File: src/rtl/core/rgbhsv_pkg.sv
// Shared constants, types and codes for the RGB to HSV pixel converter.
package rgbhsv_pkg;

    localparam int unsigned COMPONENT_BITS = 8;
    localparam int unsigned HUE_W          = 15;
    localparam int unsigned HUE_FRAC_W     = 12;
    localparam int unsigned HUE_SIXTH      = 3840;
    localparam int unsigned HUE_FULL       = 23040;

    localparam int unsigned Q_RAW      = (COMPONENT_BITS > HUE_FRAC_W) ? COMPONENT_BITS
                                                                         : HUE_FRAC_W;
    localparam int unsigned DIV_STAGES = (Q_RAW + 1) / 2;
    localparam int unsigned Q_W        = 2 * DIV_STAGES;
    localparam int unsigned NUM_W      = COMPONENT_BITS + Q_W;

    localparam logic [COMPONENT_BITS-1:0] FULL = {COMPONENT_BITS{1'b1}};

    typedef enum logic [1:0] {
        SEC_RED   = 2'd0,
        SEC_GREEN = 2'd1,
        SEC_BLUE  = 2'd2
    } sector_t;

    typedef struct packed {
        logic [COMPONENT_BITS-1:0] rem;
        logic [Q_W-1:0]            quo;
    } div_t;

    typedef struct packed {
        logic [COMPONENT_BITS-1:0] mx;
        logic [COMPONENT_BITS-1:0] delta;
        sector_t                   sector;
        logic                      neg;
        logic [COMPONENT_BITS-1:0] alpha;
        div_t                      sat_div;
        div_t                      hue_div;
    } pix_t;

    typedef struct packed {
        logic [HUE_W-1:0]          hue;
        logic                      undef;
        logic [COMPONENT_BITS-1:0] sat;
        logic [COMPONENT_BITS-1:0] bright;
        logic [COMPONENT_BITS-1:0] alpha;
    } hsv_t;

endpackage

File: src/rtl/core/rgbhsv_front.sv
// Front stages: max, min, hue sector and the two dividend products.
module rgbhsv_front
    import rgbhsv_pkg::*;
(
    input  logic                      clk,
    input  logic                      rst_n,
    input  logic                      adv,
    input  logic                      pix_valid,
    input  logic [COMPONENT_BITS-1:0] red,
    input  logic [COMPONENT_BITS-1:0] green,
    input  logic [COMPONENT_BITS-1:0] blue,
    input  logic [COMPONENT_BITS-1:0] alpha,
    output logic                      out_valid,
    output pix_t                      out_pix
);

    logic                      a_valid_reg;
    logic [COMPONENT_BITS-1:0] a_mx_reg, a_mn_reg, a_diff_reg, a_alpha_reg;
    sector_t                   a_sector_reg;
    logic                      a_neg_reg;

    logic [COMPONENT_BITS-1:0] mx_next, mn_next, diff_next;
    sector_t                   sector_next;
    logic                      neg_next;

    logic                      b_valid_reg;
    pix_t                      b_pix_reg;
    pix_t                      b_pix_next;

    logic [COMPONENT_BITS-1:0] delta;
    logic [NUM_W-1:0]          num_sat, num_hue;

    always_comb
    begin
        mx_next = red;
        if (green > mx_next)
        begin
            mx_next = green;
        end
        if (blue > mx_next)
        begin
            mx_next = blue;
        end
        mn_next = red;
        if (green < mn_next)
        begin
            mn_next = green;
        end
        if (blue < mn_next)
        begin
            mn_next = blue;
        end

        if (red == mx_next)
        begin
            sector_next = SEC_RED;
        end
        else if (green == mx_next)
        begin
            sector_next = SEC_GREEN;
        end
        else
        begin
            sector_next = SEC_BLUE;
        end

        case (sector_next)
            SEC_RED:
            begin
                neg_next  = green < blue;
                diff_next = neg_next ? blue - green : green - blue;
            end
            SEC_GREEN:
            begin
                neg_next  = blue < red;
                diff_next = neg_next ? red - blue : blue - red;
            end
            default:
            begin
                neg_next  = red < green;
                diff_next = neg_next ? green - red : red - green;
            end
        endcase
    end

    always_ff @(posedge clk or negedge rst_n)
    begin
        if (!rst_n)
        begin
            a_valid_reg <= 1'b0;
            b_valid_reg <= 1'b0;
        end
        else if (adv)
        begin
            a_valid_reg <= pix_valid;
            b_valid_reg <= a_valid_reg;
        end
    end

    always_ff @(posedge clk)
    begin
        if (adv)
        begin
            a_mx_reg     <= mx_next;
            a_mn_reg     <= mn_next;
            a_diff_reg   <= diff_next;
            a_alpha_reg  <= alpha;
            a_sector_reg <= sector_next;
            a_neg_reg    <= neg_next;
            b_pix_reg    <= b_pix_next;
        end
    end

    always_comb
    begin
        delta   = a_mx_reg - a_mn_reg;
        num_sat = NUM_W'(FULL) * NUM_W'(delta);
        num_hue = NUM_W'(HUE_SIXTH) * NUM_W'(a_diff_reg);

        b_pix_next             = '0;
        b_pix_next.mx          = a_mx_reg;
        b_pix_next.delta       = delta;
        b_pix_next.sector      = a_sector_reg;
        b_pix_next.neg         = a_neg_reg;
        b_pix_next.alpha       = a_alpha_reg;
        b_pix_next.sat_div.rem = num_sat[NUM_W-1:Q_W];
        b_pix_next.sat_div.quo = num_sat[Q_W-1:0];
        b_pix_next.hue_div.rem = num_hue[NUM_W-1:Q_W];
        b_pix_next.hue_div.quo = num_hue[Q_W-1:0];
    end

    assign out_valid = b_valid_reg;
    assign out_pix   = b_pix_reg;

endmodule

File: src/rtl/core/rgbhsv_div_stage.sv
// One divider stage: two restoring steps on both the saturation and hue quotients.
module rgbhsv_div_stage
    import rgbhsv_pkg::*;
(
    input  logic clk,
    input  logic rst_n,
    input  logic adv,
    input  logic in_valid,
    input  pix_t in_pix,
    output logic out_valid,
    output pix_t out_pix
);

    logic valid_reg;
    pix_t pix_reg;
    pix_t pix_next;

    function automatic div_t div_step(input div_t d, input logic [COMPONENT_BITS-1:0] den);
        logic [COMPONENT_BITS:0] t;
        logic                    bit_q;
        div_t                    r;
        t     = {d.rem, d.quo[Q_W-1]};
        bit_q = t >= {1'b0, den};
        if (bit_q)
        begin
            t = t - {1'b0, den};
        end
        r.rem = t[COMPONENT_BITS-1:0];
        r.quo = {d.quo[Q_W-2:0], bit_q};
        return r;
    endfunction

    always_comb
    begin
        pix_next         = in_pix;
        pix_next.sat_div = div_step(div_step(in_pix.sat_div, in_pix.mx), in_pix.mx);
        pix_next.hue_div = div_step(div_step(in_pix.hue_div, in_pix.delta), in_pix.delta);
    end

    always_ff @(posedge clk or negedge rst_n)
    begin
        if (!rst_n)
        begin
            valid_reg <= 1'b0;
        end
        else if (adv)
        begin
            valid_reg <= in_valid;
        end
    end

    always_ff @(posedge clk)
    begin
        if (adv)
        begin
            pix_reg <= pix_next;
        end
    end

    assign out_valid = valid_reg;
    assign out_pix   = pix_reg;

endmodule

File: src/rtl/core/rgbhsv_back.sv
// Hue assembly, output register and skid stage.
module rgbhsv_back
    import rgbhsv_pkg::*;
(
    input  logic clk,
    input  logic rst_n,
    input  logic in_valid,
    input  pix_t in_pix,
    input  logic hsv_stall,
    output logic hsv_valid,
    output hsv_t hsv,
    output logic adv
);

    logic             out_valid_reg, skid_valid_reg;
    hsv_t             out_reg, skid_reg;
    hsv_t             res;
    logic [HUE_W-1:0] base, base_neg, frac, ceil_q;
    logic             take;

    always_comb
    begin
        case (in_pix.sector)
            SEC_RED:
            begin
                base     = '0;
                base_neg = HUE_W'(HUE_FULL);
            end
            SEC_GREEN:
            begin
                base     = HUE_W'(2 * HUE_SIXTH);
                base_neg = HUE_W'(2 * HUE_SIXTH);
            end
            default:
            begin
                base     = HUE_W'(4 * HUE_SIXTH);
                base_neg = HUE_W'(4 * HUE_SIXTH);
            end
        endcase

        frac   = HUE_W'(in_pix.hue_div.quo[HUE_FRAC_W-1:0]);
        ceil_q = frac + HUE_W'(in_pix.hue_div.rem != '0);

        res.undef  = in_pix.delta == '0;
        res.bright = in_pix.mx;
        res.alpha  = in_pix.alpha;
        res.sat    = (in_pix.mx == '0) ? '0 : in_pix.sat_div.quo[COMPONENT_BITS-1:0];
        if (res.undef)
        begin
            res.hue = '0;
        end
        else if (in_pix.neg)
        begin
            res.hue = base_neg - ceil_q;
        end
        else
        begin
            res.hue = base + frac;
        end
    end

    assign adv  = !skid_valid_reg;
    assign take = !out_valid_reg || !hsv_stall;

    always_ff @(posedge clk or negedge rst_n)
    begin
        if (!rst_n)
        begin
            out_valid_reg  <= 1'b0;
            skid_valid_reg <= 1'b0;
        end
        else if (take)
        begin
            out_valid_reg  <= skid_valid_reg || in_valid;
            skid_valid_reg <= 1'b0;
        end
        else if (adv && in_valid)
        begin
            skid_valid_reg <= 1'b1;
        end
    end

    always_ff @(posedge clk)
    begin
        if (take)
        begin
            out_reg <= skid_valid_reg ? skid_reg : res;
        end
        else if (adv && in_valid)
        begin
            skid_reg <= res;
        end
    end

    assign hsv_valid = out_valid_reg;
    assign hsv       = out_reg;

    a_skid_needs_out: assert property (@(posedge clk) disable iff (!rst_n)
        skid_valid_reg |-> out_valid_reg)
        else $error("skid word held with empty output register");

    a_skid_drains: assert property (@(posedge clk) disable iff (!rst_n)
        skid_valid_reg && !hsv_stall |=> !skid_valid_reg && out_valid_reg)
        else $error("skid word not moved to output");

    a_grey_hue: assert property (@(posedge clk) disable iff (!rst_n)
        out_valid_reg && out_reg.undef |-> out_reg.hue == '0 && out_reg.sat == '0)
        else $error("grey word with nonzero hue or saturation");

    a_hue_range: assert property (@(posedge clk) disable iff (!rst_n)
        out_valid_reg |-> out_reg.hue < HUE_W'(HUE_FULL))
        else $error("hue out of range");

endmodule

File: src/rtl/core/rgb_to_hsv_pixel_top.sv
// Top level of the RGB to HSV pixel converter.
//
//  channel | valid     | stall     | payload
//  pixel   | pix_valid | pix_stall | red, green, blue, alpha
//  hsv     | hsv_valid | hsv_stall | hue, hue_undefined, saturation, brightness, alpha_out
//
// One word accepted per cycle while pix_stall is low; 2 front stages, 6 divider
// stages (2 quotient bits each for saturation and hue) and 1 output register.
// rst_n clears all valid bits asynchronously; payload registers hold no reset.
// A stall on hsv parks one word in the skid stage; pix_stall then rises the
// next cycle and the whole pipeline holds until the skid word drains.
module rgb_to_hsv_pixel_top
    import rgbhsv_pkg::*;
(
    input  logic                      clk,
    input  logic                      rst_n,
    input  logic                      pix_valid,
    output logic                      pix_stall,
    input  logic [COMPONENT_BITS-1:0] red,
    input  logic [COMPONENT_BITS-1:0] green,
    input  logic [COMPONENT_BITS-1:0] blue,
    input  logic [COMPONENT_BITS-1:0] alpha,
    output logic                      hsv_valid,
    input  logic                      hsv_stall,
    output logic [HUE_W-1:0]          hue,
    output logic                      hue_undefined,
    output logic [COMPONENT_BITS-1:0] saturation,
    output logic [COMPONENT_BITS-1:0] brightness,
    output logic [COMPONENT_BITS-1:0] alpha_out
);

    logic adv;
    logic div_valid [0:DIV_STAGES];
    pix_t div_pix   [0:DIV_STAGES];
    hsv_t hsv;

    rgbhsv_front u_front (
        .clk       (clk),
        .rst_n     (rst_n),
        .adv       (adv),
        .pix_valid (pix_valid),
        .red       (red),
        .green     (green),
        .blue      (blue),
        .alpha     (alpha),
        .out_valid (div_valid[0]),
        .out_pix   (div_pix[0])
    );

    for (genvar i = 0; i < DIV_STAGES; i++)
    begin : g_div
        rgbhsv_div_stage u_div (
            .clk       (clk),
            .rst_n     (rst_n),
            .adv       (adv),
            .in_valid  (div_valid[i]),
            .in_pix    (div_pix[i]),
            .out_valid (div_valid[i+1]),
            .out_pix   (div_pix[i+1])
        );
    end

    rgbhsv_back u_back (
        .clk       (clk),
        .rst_n     (rst_n),
        .in_valid  (div_valid[DIV_STAGES]),
        .in_pix    (div_pix[DIV_STAGES]),
        .hsv_stall (hsv_stall),
        .hsv_valid (hsv_valid),
        .hsv       (hsv),
        .adv       (adv)
    );

    assign pix_stall     = !adv;
    assign hue           = hsv.hue;
    assign hue_undefined = hsv.undef;
    assign saturation    = hsv.sat;
    assign brightness    = hsv.bright;
    assign alpha_out     = hsv.alpha;

endmodule

File: config.mk
export PLATFORM = sky130hd
export DESIGN_NAME = rgb_to_hsv_pixel_top
export DESIGN_NICKNAME = d
export VERILOG_FILES = /design/src/rtl/core/rgbhsv_pkg.sv /design/src/rtl/core/rgbhsv_front.sv /design/src/rtl/core/rgbhsv_div_stage.sv /design/src/rtl/core/rgbhsv_back.sv /design/src/rtl/core/rgb_to_hsv_pixel_top.sv
export SDC_FILE = /design/constraint.sdc
export NUM_CORES = 1
export LEC_CHECK = 0
export ABC_CLOCK_PERIOD_IN_PS = 19700
export BUFFER_PORTS_ARGS = -buffer_cell sky130_fd_sc_hd__buf_2
export CAP_MARGIN = 20
export CORE_MARGIN = 5
export CORE_UTILIZATION = 60
export DETAILED_ROUTE_END_ITERATION = 8
export PLACE_DENSITY_LB_ADDON = 0.15
export REMOVE_ABC_BUFFERS = 1
export SKIP_CTS_REPAIR_TIMING = 1
export SLEW_MARGIN = 40
export SYNTH_ARGS = -nofsm -noshare
export SYNTH_HDL_FRONTEND = slang
export SYNTH_SLANG_ARGS = --single-unit
File: constraint.sdc
create_clock -name clk -period 19.7 [get_ports clk]
set_input_delay 1.97 -clock clk [delete_from_list [all_inputs] [get_ports clk]]
set_output_delay 1.97 -clock clk [all_outputs]
set_load 0.05 [all_outputs]
---- After elaboration in Yosys (flattened, before gate mapping) ----
Index checks and enable logic that the tools add are counted.
word-level totals
  word-level logic and storage cells ...... 218
  register bits after elaboration ......... 542
  output and inout bits ................... 42
  input bits .............................. 36
cells by class
  reductions and logical operators ........ 13
  eq/ne operators ......................... 4
  mux-type cells .......................... 42
  magnitude comparators ................... 31
  bitwise gates (word level) .............. 1
  $mul .................................... 2
  add/sub/neg operators ................... 33
operators by type and width
  operator                                                                number
  8-bit two-way mux                                                       31
  8-bit subtractor                                                        29
  9-bit by 8-bit greater-or-equal comparator with 1-bit output            23
  8-bit < comparator                                                      5
  40-bit two-way mux                                                      1
  15-bit two-way mux                                                      2
  15-bit one-hot mux with 2 select lines                                  1
  14-bit one-hot mux with 2 select lines                                  1
  8-bit equality test                                                     2
  8-bit greater-than comparator                                           2
  8-bit logical NOT                                                       2
  8-bit by 8-bit multiplier with 16-bit output (first input constant)     1
  8-bit one-hot mux with 2 select lines                                   1
  14-bit by 12-bit adder with 15-bit output                               1
  15-bit subtractor                                                       1
  12-bit by 1-bit adder with 13-bit output                                1
  4-bit by 8-bit multiplier with 12-bit output (first input constant)     1
  5-bit by 8-bit greater-or-equal comparator with 1-bit output            1
  8-bit nonzero test                                                      1
  5-bit by 8-bit subtractor with 8-bit output                             1
  2-bit by 1-bit equality test with 1-bit output (second input constant)  2
  2-bit logical NOT                                                       2
  2-bit two-way mux                                                       2
  1-bit logical NOT                                                       3
  7 further kinds                                                         9

---- Logic depth before layout (Yosys ltp) ----
Gate-level depths: netlist of run 1.
  depth after elaboration ................. 9
  depth in mapped cells ................... 25
  depth with buffers taken out ............ 25

---- Modules after synthesis ----
From an unflattened synthesis of run 1, not the netlist that was laid out.
second synthesis, totals
  cells, all modules ...................... 2974
  area, all modules ....................... 35818.1 µm²
modules (own cells, without submodules)
  module                                 area an instance (µm²)  cells an instance  instances  seq. area each (µm²)
  rgbhsv_div_stage (g_div[0].u_div ...)  3906.2                  313                3          2037.0
  rgbhsv_front                           8614.5                  815                1          2722.6
  rgbhsv_div_stage (g_div[1].u_div ...)  3761.1                  304                2          2037.0
  rgbhsv_back                            4002.6                  298                1          2452.4
  rgbhsv_div_stage (g_div[5].u_div)      3956.3                  313                1          2037.0
  rgb_to_hsv_pixel_top                   3.8                     1                  1          0.0

---- Worst setup path after synthesis of run 1 ----
Ideal clock, no wire load.
  kind .................................... reg2reg
  start ................................... register u_back.skid_valid_reg
  end ..................................... register u_back.out_reg (netlist bit u_back.hsv[18]), data pin
  buffers on the path ..................... 2
  library setup time ...................... 215 ps
  slack ................................... 5219 ps
  required time ........................... 19485 ps
  cell stages (with the launch flop) ...... 5
  data arrival time ....................... 14266 ps
  clock period less this slack ............ 14481 ps
  cells stage by stage .................... dfrtp_1 clkbuf_1 inv_1 buf_1 mux2_2
on the way
  longest elaborated chain between the ends .. 1
RTL lines
  item                    line               RTL
  from (decl)             rgbhsv_back.sv:15  logic out_valid_reg, skid_valid_reg;
  from (signal assigned)  rgbhsv_back.sv:70  skid_valid_reg <= 1'b0;
  from (signal assigned)  rgbhsv_back.sv:75  skid_valid_reg <= 1'b0;
  from (signal assigned)  rgbhsv_back.sv:79  skid_valid_reg <= 1'b1;
  40-bit two-way mux      rgbhsv_back.sv:87  out_reg <= skid_valid_reg ? skid_reg : res;
  to (signal assigned)    rgbhsv_back.sv:87
  to (decl)               rgbhsv_back.sv:16  hsv_t out_reg, skid_reg;
No other way between the ends.
A chain may end at the register's enable or synchronous reset.

---- Worst setup path after layout of run 1 ----
  start ................................... input green[0]
  end ..................................... register u_front.a_diff_reg[0], data pin
on the way
  longest elaborated chain between the ends .. 9
  elaborated cells between the ends (all ways) .. 19
  classes of those cells .................. add/sub (4); order compare (4); eq/ne (3); mux (7); reduce/logical (1)
RTL lines
  item                                                                                 line                        RTL
  from (decl)                                                                          rgb_to_hsv_pixel_top.sv:20  input logic [COMPONENT_BITS-1:0] green,
  8-bit greater-than comparator                                                        rgbhsv_front.sv:36          if (green > mx_next)
  8-bit two-way mux                                                                    rgbhsv_front.sv:36
  8-bit greater-than comparator                                                        rgbhsv_front.sv:40          if (blue > mx_next)
  8-bit two-way mux                                                                    rgbhsv_front.sv:40
  8-bit equality test                                                                  rgbhsv_front.sv:58          else if (green == mx_next)
  2-bit two-way mux                                                                    rgbhsv_front.sv:58
  2-bit two-way mux                                                                    rgbhsv_front.sv:54          if (red == mx_next)
  2-bit by 1-bit equality test with 1-bit output or 2-bit logical NOT (tied branches)  rgbhsv_front.sv:67          case (sector_next)
  8-bit one-hot mux with 2 select lines (*)                                            rgbhsv_front.sv:67
  named net u_front.diff_next[0]                                                       rgbhsv_front.sv:22          logic [COMPONENT_BITS-1:0] mx_next, mn_next, diff_next;
  to (signal assigned)                                                                 rgbhsv_front.sv:106         a_diff_reg <= diff_next;
  to (decl)                                                                            rgbhsv_front.sv:18          logic [COMPONENT_BITS-1:0] a_mx_reg, a_mn_reg, a_diff_reg, a_alpha_reg;
The timed path passes the listed nets; every way through them passes the cells marked *.

==> out/metrics.yaml, run 1 <==
grt:
  grt_max_degree: 158
  grt_pass1_vias: 21000
  grt.total_usage_pct: 21.6
  grt_pass1_wl_mm: 103
  antenna_found_initial: 0
  grt-ovfl-total: 0
sta:
  slew_headroom_pct: 48.7
  fin_skew_ns: 0.0199
  hold_viol_final: 0
  tightestPinTransition_ns: 0.770
  setup_violations: 0
  fmax_mhz: 135
  finalCritPeriodShare_pct: 37.5
  period_needed_ns: 7.39
  rsz0062_at_grt: "false"
  setup-tns-final_ns: 0
  slew_viol_final: 0
floorplanning:
  die_h_um: 241
  num_io_pins: 78
  die_area_um2: 58100
  rows: 84
  start_util_pct: 60.7
  design.core.area_um2: 52800
  die_x_um: 241
finish:
  area_delta_synth_final_pct: 9.53
  antenna_cells: 0
  drive_gt1_share_pct: 15.1
  nNetsFinal: 3170
  largest_reg_flops: 339
status:
  status: "finished clean"
synth:
  synth.largest_area_cell: "edfxtp_1"
  yosys_warnings: 0
  syn-cell-area_um2: 32000
  synthTopCellsByArea: "edfxtp_1 48%, ha_1 12%, mux2_2 6.5%, fa_1 4.0%, inv_1 3.9%"
  synth_ff_type: "edfxtp_1"
  synth.top_cells.by_count: "508 x edfxtp_1, 334 x inv_1, 312 x ha_1"
  ys_types: 82
  synth_edf_count: 508
  syn-instance-count: 2661
  async_flop_share_pct: 1.93
  synth-seq-cells: 518
  synth_top_area_share_pct: 47.6
  yosysSeqAreaShare_pct: 48.4
  synth_area_per_cell_um2: 12.0
  synth_most_common_cell: "edfxtp_1"
placed_design:
  place_congestion: 0.910
  hpwl_mm: 46.7
  portBuffers: 77
clocking:
  clkSlewWorstSetupHoldPaths_ns: 0.06
  root_buffer: "clkbuf_16"
  cts_sinks: 518
  cts_tree: "yes"
  cts_htree_levels: 2
  clock_path_buffers: 3
  clkLatencyLatePin_ns: 0.61
  numCtsBuffers: 54
drt:
  ant_nets: 0
  totalWireLength_mm: 61.7
  drt_pass1_iterations: 7
  drc: 0
  drt_iter0_markers: 1065
  via_per_inst: 5.68
  num_vias: 19800
  wire_per_inst_um: 17.7
worst_setup_path:
  criticalPathCategory: "input port to flip-flop"
  end_kind: "flip-flop"
  cp_max_fo: 19
  arrival_ns: 7.84
  r2r-start: "u_front.a_mx_reg[1]"
  reg2regPathDepth: 23
  rrSetupSlack_ns: 13.10
  cp.required_ns: 20.16
  critPathLaunchType: "input port"
  r2r_end: "u_front.out_pix[35]"
min_path:
  min_to: "g_div[5].u_div.out_pix[50]"
  min_from: "g_div[4].u_div.out_pix[50]"
  hold_class: "flip-flop to flip-flop"
  min_path_cells: 0
job:
  drv_cap: 0
[logic make-up after synthesis]
logic type	after synthesis	share of synthesized area [%]
buf+inv	380	4.62
xor+xnor	158	4.32
compound gates	456	9.64
fa+ha+maj	376	16.2
flops	518	48.4
mux	254	8.67
simple gates	519	8.17
[layout by cell type (no fill, tap or decap), types with 20 or more instances in the layout]
cell type  count
and3_1        22
ha_1         312
nor2_1       165
a21oi_1      113
mux2i_1       67
o21a_1        20
edfxtp_1     508
mux2_2       186
a21boi_0      30
buf_2         78
clkbuf_16     54
nor3_1        28
o21ai_0      116
fa_1          64
a21o_1        30
nor2b_1       45
inv_1        333
nand2_1      110
xnor2_1      104
xor2_1        54
nand4_1       38
[area by class of cell]
| cell class | count | area, um^2 |
|---|---|---|
| flip-flops and latches | 518 | 15500 |
| well taps | 688 | 861 |
| clock buffers | 60 | 1370 |
| multi-input cells | 1763 | 15100 |
| inverters | 334 | 1270 |
| repair buffers | 87 | 494 |
| clock inverters | 39 | 507 |
| fillers | 3831 | 17700 |
[layer usage]
| layer | routed length (um) | global-route usage (%) | vias up |
|---|---|---|---|
| li1 | - | - | 9791 |
| met1 | 25900 | 26.4 | 9564 |
| met2 | 32000 | 39.8 | 325 |
| met3 | 1970 | 2.82 | 124 |
| met4 | 1800 | 6.72 | 0 |
| met5 | 0 | 0 | - |
[critical path, cell delays in order]
cell       delay [ns]
buf_2            0.23
inv_1            0.13
ha_1             0.24
fa_1             0.43
nand3b_1         0.18
a21o_1           0.21
a21oi_4          0.57
mux2i_1          0.33
ha_1             0.28
and3_1           0.20
a221o_1          0.38
a22oi_2          0.50
buf_4            0.30
nor2_1           0.10
o32ai_1          0.40
o2111ai_1        0.28
nor2_2           0.56
mux2_2           0.41
mux2i_1          0.13
[how the worst max path moves through the flow]
stage,start,end,cells past startpoint
detailed placement,green[0],u_front.a_diff_reg[0],19
finish,green[0],u_front.a_diff_reg[0],19
global route,green[0],u_front.a_diff_reg[0],19
floorplan,u_back.skid_valid_reg,u_back.hsv[16],2
global placement,green[0],u_front.a_diff_reg[0],18
CTS,green[0],u_front.a_diff_reg[0],19
[per-stage QoR]
step	setup WS, ns	utilization (%)	cell area [um^2]	instances	hold slack (ns)
global placement	11.08	62.8	33100	3387	0.400
detailed placement	11.73	62.9	33200	3388	0.405
CTS	12.37	66.4	35100	3487	0.408
finish	12.31	66.5	35100	3489	0.412
floorplan	8.60	-	31800	2615	0.400
global route	12.01	66.5	35100	3489	0.421
Power of run 1 is not shown: default switching activity piles up to over one toggle a cycle in this logic, so the estimate is an artifact.
==> inputs of run 2 (changes only) <==
ABC_CLOCK_PERIOD_IN_PS = 6200   (was 19700)
CORE_UTILIZATION = 58   (was 60)
clock period = 6.2 ns   (was 19.7 ns; I/O delays follow)
==> out/metrics.yaml, run 2 (same netlist as run 1, synthesis figures left out) <==
sta:
  hold_viol_final: 0  # unchanged
  slew_viol_final: 0  # unchanged
  tightestPinTransition_ns: 0.781  # was 0.770 ns
  period_needed_ns: 5.94
  slew_headroom_pct: 48.0  # was 48.7%
  whs_ns: 0.185  # was 0.412 ns
  fin_skew_ns: 0.0302  # was 0.0199 ns
  fmax_mhz: 168
  setup_violations: 0  # unchanged
  finalCritPeriodShare_pct: 95.9
placed_design:
  dpl_cell_area_um2: 33400  # was 33200 um^2
  hpwl_mm: 45.9  # was 46.7 mm
  place_congestion: 0.891  # was 0.910
  portBuffers: 77  # unchanged
worst_setup_path:
  crit_family: "adder cells"  # was compound AO/OA/AOI/OAI gates
  cp_common_cell: "fa_1"
  cp_max_fo: 3  # was 19
  cp.required_ns: 6.55  # was 20.16 ns
  path_buf_inv: 5  # was 3
  setup.worst_path.start: "u_front.a_mx_reg[0]"  # was green[0]
  r2r-start: "u_front.a_mx_reg[0]"  # was u_front.a_mx_reg[1]
  path_cells: "inv_1 -> ha_1 -> inv_1 -> fa_1 -> a21o_1 -> a21oi_2 -> o21bai_1 -> a21oi_1 -> xnor2_1 -> inv_2 -> fa_1 -> inv_1 -> fa_1 -> fa_1 -> fa_1 -> inv_1 -> ha_1 -> a21boi_1 -> o21ai_2 -> a21boi_2 -> o21ai_1 -> a21oi_1 -> o41ai_2 -> xnor2_1"  # was buf_2 -> inv_1 -> ha_1 -> fa_1 -> nand3b_1 -> a21o_1 -> a21oi_4 -> mux2i_1 -> ha_1 -> and3_1 -> a221o_1 -> a22oi_2 -> buf_4 -> nor2_1 -> o32ai_1 -> o2111ai_1 -> nor2_2 -> mux2_2 -> mux2i_1
  slowest_stage: "fa_1"  # was a21oi_4
  critPathLaunchType: "flip-flop"  # was input port
  criticalPathCategory: "flip-flop to flip-flop"  # was input port to flip-flop
  end_kind: "flip-flop"  # unchanged
  slowest_delay_ns: 0.55  # was 0.57 ns
  arrival_ns: 6.29  # was 7.84 ns
finish:
  seq_area_um2: 15500  # unchanged
  largest_reg_flops: 339  # unchanged
  nNetsFinal: 3191  # was 3170
  final_cell_mix: "508 x edfxtp_1, 329 x inv_1, 312 x ha_1"  # was 508 x edfxtp_1, 333 x inv_1, 312 x ha_1
  drive_gt1_share_pct: 16.0  # was 15.1%
  fill_cells: 4156  # was 3831
  fin_util_pct: 64.3  # was 66.5%
  antenna_cells: 0  # unchanged
  layout_commonest_cell: "edfxtp_1"  # unchanged
  fin_area_um2: 35300  # was 35100 um^2
  multi_input_area_um2: 15100  # about the same
  area_delta_synth_final_pct: 10.2  # was 9.53%
status:
  status: "finished clean"  # unchanged
drt:
  via_per_inst: 5.64  # was 5.68
  ant_nets: 0  # unchanged
  totalWireLength_mm: 61.3  # was 61.7 mm
  wire_per_inst_um: 17.4  # was 17.7 um
  drc: 0  # unchanged
  num_vias: 19900  # was 19800
  drt_pass1_iterations: 5  # was 7
  drt_iter0_markers: 1093  # was 1065
job:
  drv_cap: 0  # unchanged
floorplanning:
  num_io_pins: 78  # unchanged
  die_x_um: 245  # was 241 um
  die_area_um2: 60000  # was 58100 um^2
  start_util_pct: 58.4  # was 60.7%
  die_h_um: 245  # was 241 um
  design.core.area_um2: 54900  # was 52800 um^2
  rows: 86  # was 84
grt:
  grt.total_usage_pct: 20.5  # was 21.6%
  grt_pass1_wl_mm: 102  # was 103 mm
  grt_max_degree: 118  # was 158
  grt_pass1_vias: 20400  # was 21000
  grt-ovfl-total: 0  # unchanged
  antenna_found_initial: 0  # unchanged
min_path:
  min_from: "alpha[2]"  # was g_div[4].u_div.out_pix[50]
  hold_class: "input port to flip-flop"  # was flip-flop to flip-flop
clocking:
  numCtsBuffers: 53  # was 54
  cts_htree_levels: 2  # unchanged
  clock_path_buffers: 3  # unchanged
  cts_sinks: 518  # unchanged
  root_buffer: "clkbuf_16"  # unchanged
  clkLatencyLatePin_ns: 0.61  # about the same
  clkSlewWorstSetupHoldPaths_ns: 0.06  # about the same
  cts_tree: "yes"  # unchanged
[run 2: path summary, 6_finish.rpt]
| kind | slack, ns | depth (start not counted) | end |
|---|---|---|---|
| worst max-delay path | 0.26 | 24 | u_front.out_pix[35] |
| worst min-delay path | 0.19 | 1 | u_front.a_alpha_reg[2] |
| worst max register to register | 0.26 | 24 | u_front.out_pix[35] |
| worst min register to register | 0.39 | 0 | g_div[3].u_div.out_pix[4] |
| max in group asynchronous | 5.62 | 2 | u_back.skid_valid_reg |
| min in group asynchronous | 0.38 | 2 | u_back.hsv_valid |
[run 2: area by class of cell]
type,count,share of cell area (%)
clock buffers,62,3.94
inverters,334,3.57
well taps,704,2.50
flip-flops and latches,518,43.9
clock inverters,36,1.41
multi-input cells,1763,42.8
repair buffers,109,1.88
[run 2: through the flow]
step / TNS [ns] / setup WS (ns) / std cells
final: 0 / 0.257 / 3526
after global routing: -0.0493 / -0.0380 / 3526
after CTS: -0.0232 / -0.0232 / 3523
after detailed placement: -0.0202 / -0.0202 / 3425
after global placement: 0 / 0.166 / 3425
after floorplan: -1902.29 / -4.90 / 2615
[run 2: per-layer routing]
metal / wire (um) / track usage (%) / vias up
li1: - / - / 9837
met1: 27200 / 26.8 / 9576
met2: 30200 / 35.8 / 352
met3: 2200 / 2.83 / 109
met4: 1730 / 6.11 / 0
met5: 0 / 0 / -
[run 2: worst reg2reg max path, cell delays in order, from the launching register on]
cell and delay, ns:
edfxtp_1 0.38, inv_1 0.07, ha_1 0.13, inv_1 0.06, fa_1 0.41, a21o_1 0.20
a21oi_2 0.18, o21bai_1 0.09, a21oi_1 0.19, xnor2_1 0.19, inv_2 0.10, fa_1 0.55
inv_1 0.09, fa_1 0.49, fa_1 0.51, fa_1 0.51, inv_1 0.04, ha_1 0.30
a21boi_1 0.16, o21ai_2 0.18, a21boi_2 0.09, o21ai_1 0.17, a21oi_1 0.13, o41ai_2 0.35
xnor2_1 0.12
Power of run 2 is left out for the same reason.
==> inputs of run 3 (changes only) <==
ABC_AREA = 1   (was unset)
==> out/metrics.yaml, run 3 <==
synth:
  synth.top_cells.by_count: "668 x nand2_1, 508 x edfxtp_1, 456 x inv_1"  # was 508 x edfxtp_1, 334 x inv_1, 312 x ha_1
  synth.largest_area_cell: "edfxtp_1"  # unchanged
  synthTopCellsByArea: "edfxtp_1 47%, ha_1 12%, nand2_1 7.8%, inv_1 5.3%, fa_1 4.0%"  # was edfxtp_1 48%, ha_1 12%, mux2_2 6.5%, fa_1 4.0%, inv_1 3.9%
  async_flop_share_pct: 1.93  # unchanged
  yosysSeqAreaShare_pct: 48.1  # was 48.4%
  syn-cell-area_um2: 32200  # was 32000 um^2
  ys_types: 57  # was 82
  synth_most_common_cell: "nand2_1"  # was edfxtp_1
  synth_ff_type: "edfxtp_1"  # unchanged
  synth_top_area_share_pct: 47.3  # was 47.6%
  synth-seq-cells: 518  # unchanged
  synth_edf_count: 508  # unchanged
  yosys_warnings: 0  # unchanged
  synth_area_per_cell_um2: 9.87  # was 12.0 um^2
  syn-instance-count: 3265  # was 2661
finish:
  area_delta_synth_final_pct: 9.92  # was 10.2%
  largest_reg_flops: 339  # unchanged
  fin_util_pct: 64.3  # about the same
  nNetsFinal: 3780  # was 3191
  fill_cells: 4363  # was 4156
  antenna_cells: 0  # unchanged
  drive_gt1_share_pct: 7.79  # was 16.0%
  layout_commonest_cell: "nand2_1"  # was edfxtp_1
  final_cell_mix: "667 x nand2_1, 508 x edfxtp_1, 456 x inv_1"  # was 508 x edfxtp_1, 329 x inv_1, 312 x ha_1
  fin_area_um2: 35400  # was 35300 um^2
sta:
  slew_headroom_pct: 46.5  # was 48.0%
  finalCritPeriodShare_pct: 95.7  # was 95.9%
  setup_violations: 0  # unchanged
  fmax_mhz: 169  # was 168 MHz
  period_needed_ns: 5.93  # was 5.94 ns
  fin_skew_ns: 0.0254  # was 0.0302 ns
  slew_viol_final: 0  # unchanged
  hold_viol_final: 0  # unchanged
  tightestPinTransition_ns: 0.802  # was 0.781 ns
clocking:
  clkSlewWorstSetupHoldPaths_ns: 0.06  # about the same
  clkLatencyLatePin_ns: 0.61  # about the same
  root_buffer: "clkbuf_16"  # unchanged
  cts_tree: "yes"  # unchanged
  numCtsBuffers: 54  # was 53
  clock_path_buffers: 3  # unchanged
  cts_htree_levels: 2  # unchanged
  cts_sinks: 518  # unchanged
floorplanning:
  design.core.area_um2: 55100  # was 54900 um^2
  die_x_um: 246  # was 245 um
  num_io_pins: 78  # unchanged
  rows: 86  # unchanged
  die_h_um: 246  # was 245 um
  die_area_um2: 60400  # was 60000 um^2
  start_util_pct: 58.5  # was 58.4%
worst_setup_path:
  end_kind: "flip-flop"  # unchanged
  cp_max_fo: 5  # was 3
  criticalPathCategory: "flip-flop to flip-flop"  # unchanged
  arrival_ns: 6.28  # was 6.29 ns
  critPathLaunchType: "flip-flop"  # unchanged
  cp.required_ns: 6.55  # about the same
  slowest_delay_ns: 0.61  # was 0.55 ns
  r2r-start: "u_front.a_mx_reg[0]"  # unchanged
  r2r_end: "u_front.out_pix[34]"  # was u_front.out_pix[35]
  reg2regPathDepth: 27  # was 24
  slowest_stage: "fa_2"  # was fa_1
  crit_family: "adder cells"  # unchanged
  path_depth: 27  # was 24
  path_buf_inv: 4  # was 5
  rrSetupSlack_ns: 0.27  # was 0.26 ns
min_path:
  min_path_cells: 1  # unchanged
  min_from: "alpha[3]"  # was alpha[2]
  hold_class: "input port to flip-flop"  # unchanged
  min_to: "u_front.a_alpha_reg[3]"  # was u_front.a_alpha_reg[2]
drt:
  ant_nets: 0  # unchanged
  num_vias: 22300  # was 19900
  via_per_inst: 5.36  # was 5.64
  drt_iter0_markers: 1318  # was 1093
  totalWireLength_mm: 64.2  # was 61.3 mm
  drc: 0  # unchanged
  drt_pass1_iterations: 7  # was 5
  wire_per_inst_um: 15.4  # was 17.4 um
status:
  status: "finished clean"  # unchanged
placed_design:
  hpwl_mm: 48.7  # was 45.9 mm
  place_congestion: 0.912  # was 0.891
  dpl_cell_area_um2: 33400  # about the same
  portBuffers: 77  # unchanged
job:
  drv_cap: 0  # unchanged
grt:
  grt_max_degree: 167  # was 118
  antenna_found_initial: 0  # unchanged
  grt_pass1_vias: 22300  # was 20400
  grt_util_met1_pct: 27.3  # was 26.8%
  grt-ovfl-total: 0  # unchanged
  grt_pass1_wl_mm: 107  # was 102 mm
  met3_usage_pct: 2.86  # was 2.83%
  grt.total_usage_pct: 21.3  # was 20.5%
  grt_busiest_layer: "met2"  # unchanged
  grtUsageMet2_pct: 37.5  # was 35.8%
==> run 3: changes by cell type in the layout (fill, tap and decap cells not counted), moves of 31 or more <==
cell | before | now
a21oi_1 | 112 | 211
mux2i_1 | 67 | 2
inv_1 | 329 | 456
mux2_2 | 186 | 3
o21ai_0 | 113 | 220
nand2_2 | 1 | 32
xor2_1 | 54 | 125
xnor2_1 | 103 | 60
nand2_1 | 110 | 667
nand3_1 | 13 | 104
nor2b_1 | 45 | 0
==> run 3: cells by family (layout without fill, tap and decap cells) <==
logic type | Yosys count | after routing | synth area share, %
fa+ha+maj | 376 | 376 | 16.1
xor+xnor | 187 | 187 | 5.08
buf+inv | 510 | 658 | 6.17
simple gates | 1136 | 1136 | 15.3
flops | 518 | 518 | 48.1
mux | 5 | 5 | 0.167
compound gates | 533 | 533 | 9.07
==> run 3: final cells by class <==
type	count	area, um^2	share of cell area, %
Timing Repair Buffer	93	563	1.59
Tap cell	748	936	2.64
Inverter	464	1750	4.94
Clock buffer	58	1390	3.92
Sequential cell	518	15500	43.8
Multi-Input combinational cell	2237	14800	41.7
Clock inverter	43	508	1.43
==> run 3: metal layers <==
layer,routed length [um],vias up
li1,-,11300
met1,27600,10400
met2,32000,476
met3,2500,147
met4,2100,0
met5,0,-
==> run 3: worst reg2reg max path: cells and delay by family, from the launching register on <==
kind | cells | cell delay (ns)
buffers and inverters | 4 | 0.30
xor gates and xnor gates | 2 | 0.31
adders and majority gates | 7 | 3.06
AOI/OAI and AO/OA | 6 | 0.87
DFF | 1 | 0.39
and+or+nand+nor | 8 | 0.76
==> run 3: worst max path at each step <==
| stage | from | endpoint | slack, ns |
|---|---|---|---|
| after detailed placement | u_front.a_mx_reg[0] | u_front.out_pix[34] | -0.02 |
| final | u_front.a_mx_reg[0] | u_front.out_pix[34] | 0.27 |
| after floorplan | u_back.skid_valid_reg | g_div[0].u_div.out_pix[0] | -7.47 |
| after global placement | u_front.a_mx_reg[0] | u_front.out_pix[34] | 0.29 |
| after CTS | u_front.a_mx_reg[0] | u_front.out_pix[34] | -0.01 |
| after global routing | u_front.a_mx_reg[0] | u_front.out_pix[34] | -0.02 |
==> run 3: stage by stage <==
step	TNS, ns	instances	hold slack (ns)	setup WS (ns)
final	0	4161	0.178	0.269
after CTS	-0.0114	4156	-0.172	-0.0114
after global routing	-0.0180	4161	0.139	-0.0180
after global placement	0	4053	0.400	0.290
after detailed placement	-0.0162	4055	0.405	-0.0162
after floorplan	-3709.98	3219	0.324	-7.47
Power of run 3 is left out for the same reason.
